===== src/sv/rts_pkg.sv =====
// Package for the reliable transport sender: transfer item types, config
// bundle, state encoding, function code, header flag, register index and
// reset value constants and a result builder. No dependencies.
package rts_pkg;

  localparam logic [4:0] FLAG_NONE = 5'd0;
  localparam logic [4:0] FLAG_DAT  = 5'd1;
  localparam logic [4:0] FLAG_ACK  = 5'd2;
  localparam logic [4:0] FLAG_SYN  = 5'd4;
  localparam logic [4:0] FLAG_FIN  = 5'd8;

  localparam int unsigned BIT_ACK = 1;
  localparam int unsigned BIT_SYN = 2;
  localparam int unsigned BIT_FIN = 3;

  localparam logic [1:0] FUNC_START = 2'd0;
  localparam logic [1:0] FUNC_RX    = 2'd1;
  localparam logic [1:0] FUNC_TICK  = 2'd2;

  localparam logic [1:0] REG_FILE_LENGTH        = 2'd0;
  localparam logic [1:0] REG_INITIAL_SEQUENCE   = 2'd1;
  localparam logic [1:0] REG_RETRANSMIT_TIMEOUT = 2'd2;
  localparam logic [1:0] REG_ADVERTISED_WINDOW  = 2'd3;

  localparam logic [15:0] RST_INITIAL_SEQUENCE   = 16'd100;
  localparam logic [15:0] RST_RETRANSMIT_TIMEOUT = 16'd100;
  localparam logic [15:0] RST_ADVERTISED_WINDOW  = 16'd4096;

  typedef enum logic [2:0] {
    ST_WAITING = 3'd0,
    ST_SYN     = 3'd1,
    ST_SYN_RET = 3'd2,
    ST_SENDING = 3'd3,
    ST_EOF     = 3'd4,
    ST_FIN     = 3'd5,
    ST_FIN_ACK = 3'd6,
    ST_DONE    = 3'd7
  } state_t;

  typedef struct packed {
    logic [1:0]  func;
    logic [4:0]  rx_type;
    logic [15:0] rx_seq;
    logic [15:0] rx_ack;
    logic [15:0] rx_window;
  } in_item_t;

  typedef struct packed {
    logic [4:0]  tx_type;
    logic [15:0] tx_seq;
    logic [15:0] tx_ack;
    logic [15:0] tx_payload_len;
    logic [15:0] tx_window;
    logic [31:0] tx_file_offset;
    logic        finished;
    logic        last;
  } out_item_t;

  typedef struct packed {
    logic [31:0] file_length;
    logic [15:0] initial_sequence;
    logic [15:0] retransmit_timeout;
    logic [15:0] advertised_window;
  } cfg_t;

  function automatic out_item_t make_res(input logic [4:0]  t,
                                         input logic [15:0] s,
                                         input logic [15:0] a,
                                         input logic [15:0] l,
                                         input logic [31:0] off,
                                         input logic        fin,
                                         input logic [15:0] adv);
    out_item_t r;
    r.tx_type        = t;
    r.tx_seq         = s;
    r.tx_ack         = a;
    r.tx_payload_len = l;
    r.tx_window      = (t != FLAG_NONE) ? adv : 16'd0;
    r.tx_file_offset = off;
    r.finished       = fin;
    r.last           = 1'b0;
    return r;
  endfunction

endpackage


===== src/sv/reliable_transport_sender.sv =====
// Top level of the reliable transport sender: configuration registers,
// input register, connection state machine and result queue.
// Uses rts_pkg, rts_step and rts_result_queue.
//
// An accepted item is held in the input register for the next cycle, in
// which the state machine processes it. Its result headers, up to two, enter
// the result queue at the end of that cycle. The input side takes an item
// only while the queue has room for two results of the item in the input
// register and two of the new one, so a new item can be taken while the
// last one is still in the input register. With the default queue depth of
// four, two back-to-back items are taken from an idle block. After that,
// intake follows the drain of the queue through the output port, which
// moves one header per cycle while out_stall is low, so items that yield
// two headers are taken more slowly than items that yield one.
module reliable_transport_sender #(
  parameter int unsigned OUT_DEPTH = 4
) (
  input  logic               clk,
  input  logic               rst_n,
  input  logic               in_valid,
  output logic               in_stall,
  input  rts_pkg::in_item_t  in_item,
  output logic               out_valid,
  input  logic               out_stall,
  output rts_pkg::out_item_t out_item,
  input  logic               cfg_we,
  input  logic [1:0]         cfg_index,
  input  logic [31:0]        cfg_wdata
);

  localparam int unsigned CW = $clog2(OUT_DEPTH + 1);
  localparam int unsigned SW = CW + 1;

  rts_pkg::cfg_t      cfg_r;
  rts_pkg::in_item_t  item_r;
  logic               item_v_r;
  rts_pkg::out_item_t res0, res1;
  logic [1:0]         res_n;
  logic [CW-1:0]      q_count;
  logic [SW-1:0]      need;
  logic               in_accept, out_pop;

  always_ff @(posedge clk) begin
    if (!rst_n) begin
      cfg_r.file_length        <= '0;
      cfg_r.initial_sequence   <= rts_pkg::RST_INITIAL_SEQUENCE;
      cfg_r.retransmit_timeout <= rts_pkg::RST_RETRANSMIT_TIMEOUT;
      cfg_r.advertised_window  <= rts_pkg::RST_ADVERTISED_WINDOW;
    end else if (cfg_we) begin
      case (cfg_index)
        rts_pkg::REG_FILE_LENGTH:        cfg_r.file_length        <= cfg_wdata;
        rts_pkg::REG_INITIAL_SEQUENCE:   cfg_r.initial_sequence   <= cfg_wdata[15:0];
        rts_pkg::REG_RETRANSMIT_TIMEOUT: cfg_r.retransmit_timeout <= cfg_wdata[15:0];
        rts_pkg::REG_ADVERTISED_WINDOW:  cfg_r.advertised_window  <= cfg_wdata[15:0];
        default: begin
        end
      endcase
    end
  end

  // reserve two queue slots for every item in flight
  assign need      = SW'(q_count) + (item_v_r ? SW'(2) : SW'(0)) + SW'(2);
  assign in_stall  = (need > SW'(OUT_DEPTH));
  assign in_accept = in_valid && !in_stall;
  assign out_pop   = out_valid && !out_stall;

  always_ff @(posedge clk) begin
    if (!rst_n) begin
      item_v_r <= 1'b0;
    end else begin
      item_v_r <= in_accept;
    end
  end

  always_ff @(posedge clk) begin
    if (in_accept) begin
      item_r <= in_item;
    end
  end

  rts_step u_step (
    .clk    (clk),
    .rst_n  (rst_n),
    .item_v (item_v_r),
    .item   (item_r),
    .cfg    (cfg_r),
    .res0   (res0),
    .res1   (res1),
    .res_n  (res_n)
  );

  rts_result_queue #(
    .DEPTH (OUT_DEPTH)
  ) u_queue (
    .clk       (clk),
    .rst_n     (rst_n),
    .push_n    (res_n),
    .push0     (res0),
    .push1     (res1),
    .pop       (out_pop),
    .head      (out_item),
    .not_empty (out_valid),
    .count     (q_count)
  );

  a_room_for_item: assert property (@(posedge clk) disable iff (!rst_n)
    item_v_r |-> (SW'(q_count) + SW'(2)) <= SW'(OUT_DEPTH))
    else $error("item processed without queue room");

  a_finish_is_last: assert property (@(posedge clk) disable iff (!rst_n)
    out_valid && out_item.finished |-> out_item.last)
    else $error("closing result not marked last");

endmodule


===== src/sv/rts_step.sv =====
// Connection state machine of the sender: holds the protocol state and turns
// one registered input item into up to two result headers. Uses rts_pkg.
module rts_step (
  input  logic               clk,
  input  logic               rst_n,
  input  logic               item_v,
  input  rts_pkg::in_item_t  item,
  input  rts_pkg::cfg_t      cfg,
  output rts_pkg::out_item_t res0,
  output rts_pkg::out_item_t res1,
  output logic [1:0]         res_n
);

  rts_pkg::state_t fsm_r, fsm_nxt;
  logic [15:0] exp_ack_r, exp_ack_nxt;
  logic [15:0] next_seq_r, next_seq_nxt;
  logic [15:0] last_acked_r, last_acked_nxt;
  logic [15:0] peer_win_r, peer_win_nxt;
  logic [31:0] rd_off_r, rd_off_nxt;
  logic        ov_r, ov_nxt;
  logic [15:0] os_r, os_nxt;
  logic [15:0] ol_r, ol_nxt;
  logic [31:0] ooff_r, ooff_nxt;
  logic [31:0] otime_r, otime_nxt;
  logic [31:0] now_r, now_nxt;

  rts_pkg::out_item_t r0_v, r1_v, x;
  logic [1:0]  n_v;

  always_comb begin
    logic is_ack, is_syn, is_fin, drop, ack_syn, chunk_req, fin_req, do_resend;
    logic [31:0] left;
    logic [15:0] len;
    fsm_nxt        = fsm_r;
    exp_ack_nxt    = exp_ack_r;
    next_seq_nxt   = next_seq_r;
    last_acked_nxt = last_acked_r;
    peer_win_nxt   = peer_win_r;
    rd_off_nxt     = rd_off_r;
    ov_nxt         = ov_r;
    os_nxt         = os_r;
    ol_nxt         = ol_r;
    ooff_nxt       = ooff_r;
    otime_nxt      = otime_r;
    now_nxt        = now_r;
    r0_v = '0;
    r1_v = '0;
    x    = '0;
    n_v  = 2'd0;
    is_ack    = item.rx_type[rts_pkg::BIT_ACK];
    is_syn    = item.rx_type[rts_pkg::BIT_SYN];
    is_fin    = item.rx_type[rts_pkg::BIT_FIN];
    drop      = 1'b0;
    ack_syn   = 1'b0;
    chunk_req = 1'b0;
    fin_req   = 1'b0;
    do_resend = 1'b0;
    left      = '0;
    len       = '0;

    if (item_v) begin
      case (item.func)
        rts_pkg::FUNC_START: begin
          if (fsm_r == rts_pkg::ST_WAITING) begin
            exp_ack_nxt = cfg.initial_sequence;
            fsm_nxt     = rts_pkg::ST_SYN;
            x = rts_pkg::make_res(rts_pkg::FLAG_SYN, cfg.initial_sequence, 16'd0,
                                  16'd0, 32'd0, 1'b0, cfg.advertised_window);
            r0_v = x;
            n_v  = 2'd1;
          end
        end
        rts_pkg::FUNC_TICK: begin
          now_nxt = now_r + 32'd1;
          if (fsm_r == rts_pkg::ST_SENDING && ov_r &&
              (now_nxt - otime_r) > {16'd0, cfg.retransmit_timeout}) begin
            do_resend = 1'b1;
          end
        end
        rts_pkg::FUNC_RX: begin
          case (fsm_r)
            rts_pkg::ST_SYN: begin
              if (is_ack) begin
                if (item.rx_ack != exp_ack_r) begin
                  drop = 1'b1;
                end else begin
                  peer_win_nxt = item.rx_window;
                  fsm_nxt      = rts_pkg::ST_SYN_RET;
                end
              end
              if (!drop && is_syn && fsm_nxt == rts_pkg::ST_SYN_RET) begin
                ack_syn = 1'b1;
              end
            end
            rts_pkg::ST_SYN_RET: begin
              ack_syn = is_syn;
            end
            rts_pkg::ST_SENDING: begin
              if (is_ack) begin
                if (item.rx_ack == last_acked_r) begin
                  do_resend = 1'b1;
                end else if (ov_r && os_r == item.rx_ack) begin
                  last_acked_nxt = item.rx_ack;
                  ov_nxt         = 1'b0;
                  peer_win_nxt   = item.rx_window;
                  chunk_req      = 1'b1;
                end else if (!ov_r) begin
                  peer_win_nxt = item.rx_window;
                  chunk_req    = 1'b1;
                end
              end
            end
            rts_pkg::ST_EOF: begin
              if (is_ack && ov_r && os_r == item.rx_ack) begin
                ov_nxt       = 1'b0;
                peer_win_nxt = item.rx_window;
                fin_req      = 1'b1;
              end
            end
            rts_pkg::ST_FIN: begin
              if (is_ack) begin
                if (item.rx_ack != exp_ack_r) begin
                  drop = 1'b1;
                end else begin
                  fsm_nxt = rts_pkg::ST_FIN_ACK;
                end
              end
              if (!drop && is_fin) begin
                fsm_nxt = rts_pkg::ST_FIN_ACK;
                r0_v = rts_pkg::make_res(rts_pkg::FLAG_ACK, 16'd0, item.rx_seq, 16'd0,
                                         32'd0, 1'b0, cfg.advertised_window);
                n_v  = 2'd1;
              end
            end
            rts_pkg::ST_FIN_ACK: begin
              if (is_ack) begin
                if (item.rx_ack == exp_ack_r) begin
                  fsm_nxt = rts_pkg::ST_DONE;
                  r0_v = rts_pkg::make_res(rts_pkg::FLAG_NONE, 16'd0, 16'd0, 16'd0,
                                           32'd0, 1'b1, cfg.advertised_window);
                  n_v  = 2'd1;
                end
              end else if (is_fin) begin
                fsm_nxt = rts_pkg::ST_DONE;
                r0_v = rts_pkg::make_res(rts_pkg::FLAG_ACK, 16'd0, item.rx_seq, 16'd0,
                                         32'd0, 1'b1, cfg.advertised_window);
                n_v  = 2'd1;
              end
            end
            default: begin
            end
          endcase
        end
        default: begin
        end
      endcase

      if (do_resend && ov_r) begin
        otime_nxt = now_nxt;
        r0_v = rts_pkg::make_res(rts_pkg::FLAG_DAT, os_r, 16'd0, ol_r, ooff_r, 1'b0,
                                 cfg.advertised_window);
        n_v  = 2'd1;
      end

      if (ack_syn) begin
        r0_v = rts_pkg::make_res(rts_pkg::FLAG_ACK, item.rx_seq, item.rx_seq, 16'd0,
                                 32'd0, 1'b0, cfg.advertised_window);
        n_v          = 2'd1;
        fsm_nxt      = rts_pkg::ST_SENDING;
        next_seq_nxt = item.rx_seq + 16'd1;
        chunk_req    = 1'b1;
      end

      // next chunk: lesser of peer window and bytes left
      if (chunk_req) begin
        left = (rd_off_r < cfg.file_length) ? (cfg.file_length - rd_off_r) : 32'd0;
        len  = (left > {16'd0, peer_win_nxt}) ? peer_win_nxt : left[15:0];
        if (left == 32'd0) begin
          fsm_nxt = rts_pkg::ST_EOF;
          fin_req = !ov_nxt;
        end else if (len != 16'd0) begin
          ov_nxt    = 1'b1;
          os_nxt    = next_seq_nxt;
          ol_nxt    = len;
          ooff_nxt  = rd_off_r;
          otime_nxt = now_r;
          x = rts_pkg::make_res(rts_pkg::FLAG_DAT, next_seq_nxt, 16'd0, len, rd_off_r,
                                1'b0, cfg.advertised_window);
          if (n_v == 2'd0) begin
            r0_v = x;
          end else begin
            r1_v = x;
          end
          n_v          = n_v + 2'd1;
          rd_off_nxt   = rd_off_r + {16'd0, len};
          next_seq_nxt = next_seq_nxt + len;
        end
      end

      if (fin_req) begin
        fsm_nxt     = rts_pkg::ST_FIN;
        exp_ack_nxt = next_seq_nxt;
        x = rts_pkg::make_res(rts_pkg::FLAG_FIN, next_seq_nxt, 16'd0, 16'd0, 32'd0,
                              1'b0, cfg.advertised_window);
        if (n_v == 2'd0) begin
          r0_v = x;
        end else begin
          r1_v = x;
        end
        n_v = n_v + 2'd1;
      end
    end
  end

  // mark the final result of the item
  always_comb begin
    res0  = r0_v;
    res1  = r1_v;
    res_n = n_v;
    if (n_v == 2'd2) begin
      res1.last = 1'b1;
    end else begin
      res0.last = 1'b1;
    end
  end

  always_ff @(posedge clk) begin
    if (!rst_n) begin
      fsm_r        <= rts_pkg::ST_WAITING;
      exp_ack_r    <= '0;
      next_seq_r   <= '0;
      last_acked_r <= '0;
      peer_win_r   <= '0;
      rd_off_r     <= '0;
      ov_r         <= 1'b0;
      os_r         <= '0;
      ol_r         <= '0;
      ooff_r       <= '0;
      otime_r      <= '0;
      now_r        <= '0;
    end else begin
      fsm_r        <= fsm_nxt;
      exp_ack_r    <= exp_ack_nxt;
      next_seq_r   <= next_seq_nxt;
      last_acked_r <= last_acked_nxt;
      peer_win_r   <= peer_win_nxt;
      rd_off_r     <= rd_off_nxt;
      ov_r         <= ov_nxt;
      os_r         <= os_nxt;
      ol_r         <= ol_nxt;
      ooff_r       <= ooff_nxt;
      otime_r      <= otime_nxt;
      now_r        <= now_nxt;
    end
  end

  a_done_sticks: assert property (@(posedge clk) disable iff (!rst_n)
    fsm_r == rts_pkg::ST_DONE |=> fsm_r == rts_pkg::ST_DONE)
    else $error("left closed state");

  a_outstanding_len: assert property (@(posedge clk) disable iff (!rst_n)
    ov_r |-> ol_r != 16'd0)
    else $error("empty chunk outstanding");

  a_two_needs_ack: assert property (@(posedge clk) disable iff (!rst_n)
    res_n == 2'd2 |-> res0.tx_type == rts_pkg::FLAG_ACK)
    else $error("second result without handshake ack");

endmodule


===== src/sv/rts_result_queue.sv =====
// Result queue of the sender: takes up to two headers per cycle and hands
// them out one transfer at a time. Uses rts_pkg for the item type.
module rts_result_queue #(
  parameter int unsigned DEPTH = 4
) (
  input  logic                           clk,
  input  logic                           rst_n,
  input  logic [1:0]                     push_n,
  input  rts_pkg::out_item_t             push0,
  input  rts_pkg::out_item_t             push1,
  input  logic                           pop,
  output rts_pkg::out_item_t             head,
  output logic                           not_empty,
  output logic [$clog2(DEPTH+1)-1:0]     count
);

  localparam int unsigned PW = $clog2(DEPTH);
  localparam int unsigned CW = $clog2(DEPTH + 1);

  rts_pkg::out_item_t q_r [DEPTH];
  logic [PW-1:0] wr_r, wr_nxt, rd_r, rd_nxt, wr_p1, wr_p2;
  logic [CW-1:0] count_r, count_nxt;

  function automatic logic [PW-1:0] wrap_inc(input logic [PW-1:0] p);
    return (p == PW'(DEPTH - 1)) ? '0 : p + PW'(1);
  endfunction

  assign wr_p1 = wrap_inc(wr_r);
  assign wr_p2 = wrap_inc(wr_p1);

  always_comb begin
    case (push_n)
      2'd1:    wr_nxt = wr_p1;
      2'd2:    wr_nxt = wr_p2;
      default: wr_nxt = wr_r;
    endcase
    rd_nxt    = pop ? wrap_inc(rd_r) : rd_r;
    count_nxt = count_r + CW'(push_n) - CW'(pop);
  end

  always_ff @(posedge clk) begin
    if (push_n != 2'd0) begin
      q_r[wr_r] <= push0;
    end
    if (push_n == 2'd2) begin
      q_r[wr_p1] <= push1;
    end
  end

  always_ff @(posedge clk) begin
    if (!rst_n) begin
      wr_r    <= '0;
      rd_r    <= '0;
      count_r <= '0;
    end else begin
      wr_r    <= wr_nxt;
      rd_r    <= rd_nxt;
      count_r <= count_nxt;
    end
  end

  assign head      = q_r[rd_r];
  assign not_empty = (count_r != '0);
  assign count     = count_r;

  a_no_overflow: assert property (@(posedge clk) disable iff (!rst_n)
    count_r <= CW'(DEPTH))
    else $error("result queue overflow");

endmodule

===== config.mk =====
export PLATFORM = sky130hd
export DESIGN_NAME = reliable_transport_sender
export DESIGN_NICKNAME = d
export VERILOG_FILES = /design/src/sv/rts_pkg.sv /design/src/sv/reliable_transport_sender.sv /design/src/sv/rts_step.sv /design/src/sv/rts_result_queue.sv
export SDC_FILE = /design/constraint.sdc
export NUM_CORES = 2
export LEC_CHECK = 0
export BUFFER_PORTS_ARGS = -buffer_cell sky130_fd_sc_hd__buf_2
export CAP_MARGIN = 10
export CORE_UTILIZATION = 53
export DETAILED_ROUTE_END_ITERATION = 8
export HOLD_SLACK_MARGIN = 0.06
export PLACE_DENSITY = 0.72
export SYNTH_ARGS = -nofsm -noshare
export SYNTH_HDL_FRONTEND = slang
export SYNTH_SLANG_ARGS = --single-unit

===== constraint.sdc =====
create_clock -name clk -period 16.2 [get_ports clk]
set_clock_uncertainty 0.05 [all_clocks]
set_input_delay 2.43 -clock clk [delete_from_list [all_inputs] [get_ports clk]]
set_output_delay 2.43 -clock clk [all_outputs]
set_load 0.03 [all_outputs]

Yosys cells after proc, flatten, opt, wreduce, memory -nomap -nowiden
Memory sizes are Yosys's and may differ from the RTL's. A register that Yosys moved wholly into a read port is not among the register bits.
Index checks and enable logic that the tools add are counted.
W data, S select, Z words.
- register bits: 370
- bits in writable memories: 412
- input port bits: 94
- output and inout bits: 105
- memories: 1
- memories (memory ; words ; bits a word ; rd ports ; clocked after Yosys merged registers in ; write ports ; RTL line ; RTL):
    u_queue.q_r ; 4 ; 103 ; 1 ; 1 ; 2 ; rts_result_queue.sv:20 ; rts_pkg::out_item_t q_r [DEPTH];
- add/sub/neg operators: 15
- magnitude comparators: 4
- equality and inequality tests: 21
- muxes and demuxes: 137
- bitwise logic cells: 2
- reductions and logical operators: 35
- operators by type and width (cell ; count):
    $mux W103 ; 15
    $pmux W103 S2 ; 2
    $mux W100 ; 3
    $mux W16 ; 18
    $mux W32 ; 6
    $mux W101 ; 1
    $mux W99 ; 1
    $gt A32 B16 Y1 ; 2
    $sub A32 B32 Y32 ; 2
    $mux W1 ; 50
    $eq A16 B16 Y1 ; 3
    $mux W3 ; 16
    $pmux W16 S3 ; 1
    $add A32 B1 Y32 const B ; 1
    $add A32 B16 Y32 ; 1
    $logic_not A32 Y1 ; 1
    $lt A32 B32 Y1 ; 1
    $mux W2 ; 16
    $add A16 B1 Y16 const B ; 1
    $add A16 B16 Y16 ; 1
    $ne A16 B16 Y1 ; 1
    $reduce_bool A16 Y1 ; 1
    $eq A2 B2 Y1 const B ; 7
    $pmux W2 S2 ; 3
    other kinds (24) ; 60

Longest topological paths before layout
- word-level depth: 26
- depth in mapped cells: 45
- gate-level depth less buffers: 40

Cells and area by module
From an unflattened synthesis, not the netlist that was laid out.
- cell total of the unflattened synthesis: 4207
- area total of the unflattened synthesis: 44809.2 um^2
- by module, submodules not included (module ; times used ; cells an instance ; area each (um^2)):
    rts_result_queue ; 1 ; 1056 ; 20474.6
    rts_step ; 1 ; 2779 ; 19543.7
    reliable_transport_sender ; 1 ; 372 ; 4790.8

Worst setup path after synthesis
OpenSTA, ideal clock, no wires.
- path type: reg-to-reg
- start point: register u_step.now_r[0]
- end point: memory u_queue.q_r[0][0] (netlist name) (enable)
- setup time: 0.436 ns
- arrival time: 9.259 ns
- setup slack: 6.455 ns
- cell stages (with the launch flop): 42
- buffers on the path: 5
- clock period less this slack: 9.745 ns
- path through: dfxtp_1 > ha_1 > and3_1 > clkbuf_1 > and3_1 > clkbuf_1 > nand2_1 > nor2_1 > and3_1 > xor2_1 > ha_1 > nand2_1 > a21o_1 > a21o_1 > a31o_2 > a21oi_1 > xor2_1 > ha_1 > [6 not listed] > nand4_1 > nor4_1 > a31oi_1 > nor2_1 > inv_2 > ha_1 > mux2i_1 > ha_1 > nand2_1 > and2_1 > inv_1 > ha_1 > clkbuf_1 > and2_1 > clkbuf_1 > nor2_1 > clkbuf_1 > inv_1
- RTL lines (item ; RTL line ; RTL):
    start, declared ; rts_step.sv:25 ; logic [31:0] now_r, now_nxt;
    start signal, assigned ; rts_step.sv:253 ; now_r <= now_nxt;
    end, declared ; rts_result_queue.sv:20 ;

==> metrics.md <==
| Metric | Value |
|---|---|
| Outcome | `complete, but fails checks` |
| Failing checks | `DRC` |
| Post-Layout Cell Count | `5,229` |
| Ys async rst share | `0%` |
| Num CTS Buffers | `83` |
| Std-Cell Rows | `101` |
| Achievable frequency | `81.4 MHz` |
| Initial Util | `53.7%` |
| Clock Sinks | `779` |
| P_leak | `15.8 nW` |
| Slew @ Worst Pin | `1.25 ns` |
| Sum Neg Setup Slack | `0 ns` |
| Nets@finish | `4,371` |
| Total GRT Usage | `29.7%` |
| WS Path Type | `flip-flop to flip-flop` |
| DP Wirelength | `80,200 um` |
| Post-synthesis sequential area ratio | `47.5%` |
| Core area | `0.0762 mm2` |
| Max stage delay on crit path | `0.89 ns` |
| Maximum vdd drop | `0.237 mV` |
| EDFF count, synth | `385` |
| Crit path buf inv count | `3` |
| CP Capture Type | `flip-flop` |
| Avg Cell Area, Syn | `10.1 um2` |
| Number of global-route vias before repair | `31,100` |
| Max-cap violations | `0` |
| Setup WS pre-CTS | `4.27 ns` |
| Worst setup margin | `3.91 ns` |
| Area growth from synthesis to final layout | `11.1%` |
| Root Buffer Master | `clkbuf_16` |
| WP data required | `16.66 ns` |
| Cell Area, Synth | `0.0409 mm2` |
| Routed Wire Length | `119,000 um` |
| Worst Path Max Fanout | `34` |
| Syn_nets | `4,297` |
| Hold slack | `0.405 ns` |
| Synthesis warning total | `0` |
| DP Cell Count | `5,073` |
| Die area | `0.0784 mm2` |
| Setup-failing EPs final | `0` |
| DR DRC count | `1` |
| RSZ-0062 raised after global routing | `false` |
| Initial DRC Count | `3,276` |
| Synth top area share | `28.2%` |
| Hold Crit Class | `flip-flop to flip-flop` |
| CTS clk-pin slew, worst paths | `0.07 ns` |
| Fill count | `6,310` |
| Total power divided by cell area | `127 mW/mm2` |
| Routed via count | `32,700` |
| GRT overflow | `0` |
| Die height | `280 um` |
| Hold Buf Count CTS | `0` |
| Post-CTS Resized | `0` |
| Hold Fails Final Rpt | `0` |
| Fin crit period | `12.29 ns` |
| Family with the most delay on the worst path | `simple AND/OR/NAND/NOR gates` |
| Critical Path Slowest Stage Cell | `a22o_2` |
| First drt pass iteration count | `9` |
| Initial antenna violation count | `7` |
| Max Slew Vio Count | `0` |
| Flops & latches, synth | `779` |
| Routed vias/inst | `6.25` |
| Layout cells sized above 1 | `13.5%` |
| Tcrit/Tclk final | `75.9%` |
| H-tree levels | `3` |
| CTS tree | `yes` |
| Final GP Congestion | `0.943` |
| Cells after Synth | `4,054` |
| Top FF cell, synth | `dfxtp_1` |
| Final total power | `5.79 mW` |
| Area leader, netlist | `edfxtp_1` |
| Worst skew pair latency | `0.67 ns` |
| First-pass GRT wire length | `181,000 um` |
| Unique cell type count in the Yosys netlist | `99` |
| Area contributors post-synth | `edfxtp_1 (28%), dfxtp_1 (19%), mux4_2 (5.6%), nand2_1 (4.8%), ha_1 (4.4%)` |
| Critical path arrival | `12.75 ns` |
| Routed len/inst | `22.7 um` |
| Antenna viol nets, final | `0` |
| Post CTS Setup Buffer Count | `0` |
| CP Launch Type | `flip-flop` |
| Largest net degree at the start of global routing | `92` |
| Clk buf depth | `3` |
| I/O pin total | `199` |
| Rel. slew slack | `14.4%` |
| Die width | `280 um` |
| Number of port buffers | `195` |
## worst min-delay path, delay by kind of cell (launching register included)
kind / cells / cell delay [ns]
compound gates: 1 / 0.05
flops: 1 / 0.30
simple gates: 1 / 0.05
## report_power, final
part,internal (mW),leakage [nW],total [mW],switching [mW]
Combinational,0.561,8.19,1.49,0.928
Clock,1.12,1.38,1.96,0.834
Sequential,2.19,6.25,2.35,0.159
## metrics by stage
step	util [%]	instance area, um2
6_report	59.7	45500
5_1_grt	59.7	45500
4_1_cts	59.7	45500
3_5_place_dp	56.0	42700
3_3_place_gp	56.0	42700
2_1_floorplan	-	40900
## cell families after synthesis
logic type | Yosys count | share of synthesized area, %
AND/OR/NAND/NOR | 1176 | 13.2
AO/OA/AOI/OAI | 1144 | 18.8
flip-flops | 779 | 47.5
buffers and inverters | 437 | 4.22
XOR/XNOR | 186 | 3.98
multiplexers | 182 | 7.59
adder cells (fa/ha/maj) | 149 | 4.64
other | 1 | 0.00916
## Yosys cell counts (75+ instances only)
| master | instances |
|---|---|
| a22o_1 | 205 |
| xor2_1 | 84 |
| clkbuf_1 | 200 |
| edfxtp_1 | 385 |
| dfxtp_1 | 394 |
| a21oi_1 | 336 |
| ha_1 | 144 |
| o21ai_0 | 142 |
| nand3_1 | 75 |
| nand2_1 | 529 |
| mux4_2 | 102 |
| nor2_1 | 230 |
| o22ai_1 | 139 |
| xnor2_1 | 102 |
| inv_1 | 177 |
## path summary, 6_finish.rpt
path	startpoint	to	slack, ns	cells past startpoint
worst max-delay path	u_step.now_r[0]	u_queue.q_r[0][3]	3.91	37
worst min-delay path	cfg_r[31]	cfg_r[31]	0.40	2
worst max register to register	u_step.now_r[0]	u_queue.q_r[0][3]	3.91	37
worst min register to register	cfg_r[31]	cfg_r[31]	0.40	2
## metal layers
metal	global-route usage [%]	wire length [um]
met5	0	37
met4	9.89	3950
met3	6.29	11500
met2	47.6	54200
met1	40.1	48800
## layout by cell type, fill, tap and decap left out, types with 48 or more instances in the layout
cell type,instances
a211oi_1,52
a21oi_1,333
a22o_1,204
and2_1,60
buf_2,195
buf_4,52
clkbuf_16,85
dfxtp_1,391
edfxtp_1,385
ha_1,144
inv_1,172
mux2i_1,71
mux4_2,102
nand2_1,529
nand3_1,75
nor2_1,224
nor2b_1,48
o21ai_0,141
o22ai_1,139
xnor2_1,102
xor2_1,84
## registers in the layout, summed over array words and instances, names as in the netlist, 2 cells and up, named ones only
signal,flops
u_step.peer_win_r,16
u_queue.q_r,408
u_queue.rd_r,2
u_step.exp_ack_r,16
u_step.last_acked_r,16
u_step.fsm_r,3
u_queue.count,3
u_step.os_r,16
u_step.ol_r,16
cfg_r,80
u_step.ooff_r,32
item_r,53
u_step.next_seq_r,16
u_queue.wr_r,2
u_step.now_r,32
u_step.rd_off_r,32
u_step.otime_r,32
## final cells by class
type                    count  area, um2  area share, %
clock buffers             117       2390           5.25
clock inverters            38        445          0.979
well taps                1030       1290           2.83
multi-input cells        2838      19900           43.7
inverters                 179        684           1.50
diodes                      1       2.50        0.00550
repair buffers            247       1370           3.00
flip-flops and latches    779      19500           42.8
Power figures use the tool's default switching activity.
